File: src/hdl/tgr_pkg.sv
// Package with shared types, constants and the pointer gain table of the gesture recognizer.
`default_nettype none
package tgr_pkg;

  localparam int MAX_FINGERS      = 8;
  localparam int GAIN_TABLE_DEPTH = 256;

  localparam int SLOT_W   = $clog2(MAX_FINGERS);
  localparam int CNT_W    = $clog2(MAX_FINGERS + 1);
  localparam int IDX_W    = $clog2(GAIN_TABLE_DEPTH);
  localparam int SQ_W     = 2 * IDX_W;
  localparam int GAIN_W   = 16;
  localparam int SQ_LIMIT = (GAIN_TABLE_DEPTH - 1) * (GAIN_TABLE_DEPTH - 1)
                          + (GAIN_TABLE_DEPTH - 1);

  localparam logic [63:0] RECIP_5 = 64'hCCCCCCCD;

  localparam logic [1:0] CFG_MOVE_THR  = 2'd0;
  localparam logic [1:0] CFG_CLS_INT   = 2'd1;
  localparam logic [1:0] CFG_TAP_WIN   = 2'd2;

  typedef enum logic [1:0] {
    OP_DOWN = 2'd0,
    OP_MOVE = 2'd1,
    OP_UP   = 2'd2,
    OP_TICK = 2'd3
  } tgr_op_e;

  typedef enum logic [3:0] {
    ST_IDLE      = 4'd0,
    ST_LEFT      = 4'd1,
    ST_POTDBL    = 4'd2,
    ST_DOUBLE    = 4'd3,
    ST_MOVE      = 4'd4,
    ST_ADDMOVE   = 4'd5,
    ST_RIGHT     = 4'd6,
    ST_SEARCH    = 4'd7,
    ST_ACTION    = 4'd8,
    ST_DRAGSTART = 4'd9,
    ST_ZOOM      = 4'd10,
    ST_SCROLL    = 4'd11,
    ST_TWO       = 4'd12,
    ST_THREE     = 4'd13,
    ST_FOUR      = 4'd14,
    ST_DRAGEND   = 4'd15
  } tgr_state_e;

  typedef enum logic [3:0] {
    CMD_NONE,
    CMD_LOAD,
    CMD_EXEC,
    CMD_PUSHG,
    CMD_CLA,
    CMD_CLB,
    CMD_CLM,
    CMD_CLD,
    CMD_SQ,
    CMD_SUM,
    CMD_SQRT,
    CMD_IDX,
    CMD_GAIN,
    CMD_MUL,
    CMD_PUSHP
  } tgr_cmd_e;

  typedef struct packed {
    logic gpend;
    logic cpend;
    logic ppend;
    logic cls_ok;
    logic sqrt_done;
    logic out_free;
  } tgr_status_t;

  typedef logic [GAIN_W-1:0] gain_tab_t [GAIN_TABLE_DEPTH];

  function automatic logic [4:0] gcode(tgr_state_e s);
    return 5'({1'b0, s}) + 5'd1;
  endfunction

  function automatic logic [31:0] log2_q16(logic [31:0] v);
    logic [31:0] n;
    logic [31:0] frac;
    logic [63:0] m;
    n = 32'd0;
    frac = 32'd0;
    if (v == 32'd0) return 32'd0;
    while (n < 32'd31 && (v >> n) > 32'd1) n = n + 32'd1;
    m = ({32'd0, v} << 30) >> n;
    for (int b = 15; b >= 0; b--) begin
      m = (m * m) >> 30;
      if (m >= (64'd2 << 30)) begin
        m = m >> 1;
        frac[b] = 1'b1;
      end
    end
    return (n << 16) | frac;
  endfunction

  function automatic logic [63:0] div_small(logic [63:0] t, int j);
    logic [63:0] r;
    case (j)
      2:       r = t / 2;
      3:       r = t / 3;
      4:       r = t / 4;
      5:       r = t / 5;
      6:       r = t / 6;
      7:       r = t / 7;
      8:       r = t / 8;
      9:       r = t / 9;
      10:      r = t / 10;
      11:      r = t / 11;
      12:      r = t / 12;
      default: r = t;
    endcase
    return r;
  endfunction

  function automatic logic [63:0] exp2_q30(logic [31:0] e);
    logic [31:0] k;
    logic [63:0] y;
    logic [63:0] sum;
    logic [63:0] term;
    k = e >> 16;
    y = ({48'd0, e[15:0]} * 64'd744261118) >> 16;
    sum = 64'd1 << 30;
    term = 64'd1 << 30;
    for (int j = 1; j <= 12; j++) begin
      term = div_small((term * y) >> 30, j);
      sum = sum + term;
    end
    if (k > 32'd20) k = 32'd20;
    return sum << k;
  endfunction

  function automatic gain_tab_t build_gain_table();
    gain_tab_t t;
    logic [31:0] l;
    logic [31:0] e;
    logic [63:0] p;
    logic [63:0] q;
    logic [63:0] g;
    t[0] = '0;
    for (int i = 1; i < GAIN_TABLE_DEPTH; i++) begin
      l = log2_q16(32'(60 * i));
      q = 64'(l - (32'd4 << 16)) * 64'd13;
      e = 32'((q * RECIP_5) >> 36);
      p = exp2_q30(e);
      q = (p * 64'd512 + (64'd5 << 29)) >> 30;
      g = (q * RECIP_5) >> 34;
      t[i] = GAIN_W'(g);
    end
    return t;
  endfunction

  localparam gain_tab_t GAIN_TABLE = build_gain_table();

endpackage
`default_nettype wire

File: src/hdl/tgr_ctrl.sv
// Controller state machine that sequences event handling, classification and pointer scaling.
`default_nettype none
module tgr_ctrl import tgr_pkg::*; (
  input  wire         clk_i,
  input  wire         rst_ni,
  input  wire         in_valid_i,
  output logic        in_ready_o,
  input  tgr_status_t status_i,
  output tgr_cmd_e    cmd_o
);

  typedef enum logic [3:0] {
    S_IDLE, S_EXEC, S_ROUTE, S_PUSHG, S_CLA, S_CLB, S_CLM, S_CLD,
    S_SQ, S_SUM, S_SQRT, S_IDX, S_GAIN, S_MUL, S_PUSHP
  } state_e;

  state_e state_q, state_d;

  always_comb begin
    state_d = state_q;
    cmd_o = CMD_NONE;
    case (state_q)
      S_IDLE: begin
        if (in_valid_i) begin
          cmd_o = CMD_LOAD;
          state_d = S_EXEC;
        end
      end
      S_EXEC: begin
        cmd_o = CMD_EXEC;
        state_d = S_ROUTE;
      end
      S_ROUTE: begin
        if (status_i.gpend) state_d = S_PUSHG;
        else if (status_i.cpend) state_d = S_CLA;
        else if (status_i.ppend) state_d = S_SQ;
        else state_d = S_IDLE;
      end
      S_PUSHG: begin
        if (status_i.out_free) begin
          cmd_o = CMD_PUSHG;
          state_d = status_i.ppend ? S_SQ : S_IDLE;
        end
      end
      S_CLA: begin
        cmd_o = CMD_CLA;
        state_d = status_i.cls_ok ? S_CLB : S_IDLE;
      end
      S_CLB: begin
        cmd_o = CMD_CLB;
        state_d = S_CLM;
      end
      S_CLM: begin
        cmd_o = CMD_CLM;
        state_d = S_CLD;
      end
      S_CLD: begin
        cmd_o = CMD_CLD;
        state_d = S_IDLE;
      end
      S_SQ: begin
        cmd_o = CMD_SQ;
        state_d = S_SUM;
      end
      S_SUM: begin
        cmd_o = CMD_SUM;
        state_d = S_SQRT;
      end
      S_SQRT: begin
        if (status_i.sqrt_done) state_d = S_IDX;
        else cmd_o = CMD_SQRT;
      end
      S_IDX: begin
        cmd_o = CMD_IDX;
        state_d = S_GAIN;
      end
      S_GAIN: begin
        cmd_o = CMD_GAIN;
        state_d = S_MUL;
      end
      S_MUL: begin
        cmd_o = CMD_MUL;
        state_d = S_PUSHP;
      end
      S_PUSHP: begin
        if (status_i.out_free) begin
          cmd_o = CMD_PUSHP;
          state_d = S_IDLE;
        end
      end
      default: state_d = S_IDLE;
    endcase
  end

  assign in_ready_o = (state_q == S_IDLE);

  always_ff @(posedge clk_i or negedge rst_ni) begin
    if (!rst_ni) begin
      state_q <= S_IDLE;
    end else begin
      state_q <= state_d;
    end
  end

endmodule
`default_nettype wire

File: config.mk
export PLATFORM = sky130hd
export DESIGN_NAME = tgr_ctrl
export DESIGN_NICKNAME = d
export VERILOG_FILES = /design/src/hdl/tgr_pkg.sv /design/src/hdl/tgr_ctrl.sv
export SDC_FILE = /design/constraint.sdc
export NUM_CORES = 1
export LEC_CHECK = 0
export BUFFER_PORTS_ARGS = -buffer_cell sky130_fd_sc_hd__buf_2
export CELL_PAD_IN_SITES_DETAIL_PLACEMENT = 0
export CELL_PAD_IN_SITES_GLOBAL_PLACEMENT = 2
export CORE_ASPECT_RATIO = 1.2
export CORE_MARGIN = 5
export CORE_UTILIZATION = 28
export CTS_BUF_LIST = sky130_fd_sc_hd__clkbuf_8
export CTS_CLUSTER_DIAMETER = 120
export CTS_CLUSTER_SIZE = 10
export DETAILED_ROUTE_END_ITERATION = 10
export HOLD_SLACK_MARGIN = 0.06
export PLACE_DENSITY_LB_ADDON = 0.1
export SYNTH_ARGS = -nofsm -noshare
export SYNTH_HDL_FRONTEND = slang
export SYNTH_SLANG_ARGS = --single-unit
File: constraint.sdc
create_clock -name clk_i -period 1.9 [get_ports clk_i]
set_clock_uncertainty 0.15 [all_clocks]
set_input_delay 0.19 -clock clk_i [delete_from_list [all_inputs] [get_ports clk_i]]
set_output_delay 0.19 -clock clk_i [all_outputs]
set_load 0.01 [all_outputs]
==> reports/results.ini <==
[final_layout]
final_common_cell=buf_2
nets=85
syn2layout_area_growth_pct=30.2
fin_area_um2=598
multiInputGateArea_um2=303
drive_gt1_frac=0.378
seqCellArea_um2=104
mostFrequentLayoutCells=13 x buf_2, 6 x a21oi_1, 6 x buf_4
antenna_cells=0
reg_top3=state_q (4)
fill_cells=192
regMostFlops=state_q
largest_reg_flops=4
layout.cells.non_filler=92

[cts]
cts_max_level=1
cts.clk_slew.worst_paths_ns=0.03
cts_tree=built
clock-sinks=4
cts.path.max_buffers=2
clock_latency_ns=0.22
numCtsBuffers=3
root_buffer=clkbuf_8
cts_setup_buffers=0

[die]
core_area_um2=1600
initial_core_util=0.287
die_h_um=54.4
die_area_um2=2550
io_pins=14
rows=16
dieWidth_um=47.0

[hold_path]
whs_endpoint=state_q[2]
holdCritPathClass=in2reg
hp-start=status_i[4]
min_path_cells=3

[power]
total_power_mw=1.13
power.density_nw_per_um2=1890
p_leak_nw=0.256
ir_drop_uv=614

[worst_setup_path]
critical_path_class=reg2out
worstPathArrival_ns=1.46
worst_setup_path_end_kind=output pin
cp-start-kind=flop
r2r_end=state_q[0]
rrSetupSlack_ns=0.27
r2r_start=state_q[3]
reg2reg_depth=4
critical_path_required_ns=1.56
crit_fanout=8

[synth]
ys.flop_type=dfrtp_1
synthCells=59
synth_top_area_share=0.218
netlist_top_cells_area=dfrtp_1 22%, a21oi_1 6.5%, buf_6 4.9%
yosys_warnings=0
synth_fp_nets=68
ys_ff_latch=4
synth_edf_count=0
avgSynthCellArea_um2=7.78
netlist_area_um2=459
async_flop_share=1.00
ys_types=33
seq_area_frac_synth=0.218
yosysTopAreaCell=dfrtp_1

[placed_design]
gp_congestion=0.687
numPortBuffers=13
placed_area_um2=537
hpwl_um=907
dp.cells=88

[sta]
fin_crit_sh=0.945
slew_violations=0
setup_viol=0
setup-tns-final_ns=0
period_needed_ns=1.80
worstMarginPinSlew_ns=0.315
rsz0062_at_grt=no
maxSlewHeadroom=0.790
hold_viol_final=0
fmax_ghz=0.557

[route]
final_antenna_net_count=0
first_pass_iters=4
wl_per_cell_um=13.3
via_per_inst=5.43
first_iter_violations=1
wirelength_um=1230
drc=0
via_count=500

[global_route]
grt_max_degree=20
overflow=0
grt_pass1_wl_um=2140
grt.total_usage=0.118
grt_pass1_vias=509
grt_antenna_before_repair=0

[job]
maxCapViolCount=0

[run_status]
outcome=complete, no violations

## area by class of cell
class,instances,share of cell area
Timing Repair Buffer,20,0.201
Inverter,2,0.0126
Sequential cell,4,0.174
Tap cell,18,0.0377
Clock buffer,3,0.0690
Multi-Input combinational cell,45,0.506
## critical path, cell delays in order, from the launching register on
cell and delay (ns):
dfrtp_2 0.45, buf_4 0.18, nor4b_2 0.27, a21oi_1 0.06
o22ai_1 0.12, buf_2 0.15
## timing repair
| item | CTS | global route |
|---|---|---|
| endpoints found under the hold margin | 4 | 0 |
| pin swaps | 0 | 0 |
| hold buffers | 1 | 0 |
| gates resized for setup | 1 | 3 |
| endpoints found under the setup margin | 1 | 4 |
## Yosys cell counts, types with 2 or more instances
master,instances
buf_2,2
a22o_1,2
nor4_1,2
inv_1,2
a211oi_1,2
buf_6,2
nand2_1,4
nor3_1,2
clkbuf_1,2
a31oi_1,3
nor2_1,2
buf_4,2
nand2b_1,2
a21oi_1,6
or3_1,2
o21ai_0,2
dfrtp_1,4
## cells by family after synthesis
kind of cell / share of synthesized area
AOI/OAI and AO/OA: 0.384
buffers and inverters: 0.136
DFF: 0.218
muxes: 0.0245
and+or+nand+nor: 0.237
## layer usage
layer | vias to the layer above | global-route usage | wire length (µm)
met4 | 0 | 0.0829 | 31
met5 | - | 0 | 0
met3 | 2 | 0.00987 | 31
met1 | 229 | 0.157 | 605
li1 | 257 | - | -
met2 | 12 | 0.174 | 556
## how the worst max path moves through the flow
stage | from | end | slack [ns] | cells past startpoint
5_1_grt | state_q[3] | cmd_o[1] | 0.009 | 5
3_3_place_gp | state_q[2] | state_q[0] | 0.15 | 4
3_5_place_dp | state_q[2] | state_q[0] | 0.16 | 4
4_1_cts | state_q[2] | cmd_o[3] | 0.003 | 4
6_report | state_q[0] | cmd_o[0] | 0.10 | 5
2_1_floorplan | state_q[1] | state_q[0] | 0.34 | 5
## stage by stage
stage	utilization	hold WS, ns	setup WS (ns)
floorplan	-	-0.256	0.338
global placement	0.335	-0.154	0.153
detailed placement	0.335	-0.153	0.162
CTS	0.368	0.126	0.00285
global route	0.373	0.134	0.00935
finish	0.373	0.121	0.105
## power by group
group	switching (mW)	total (mW)	internal, mW
clock	0.0454	0.180	0.135
sequential	0.120	0.257	0.136
combinational	0.342	0.693	0.351
Note: power is estimated with default switching activity, not from simulation.
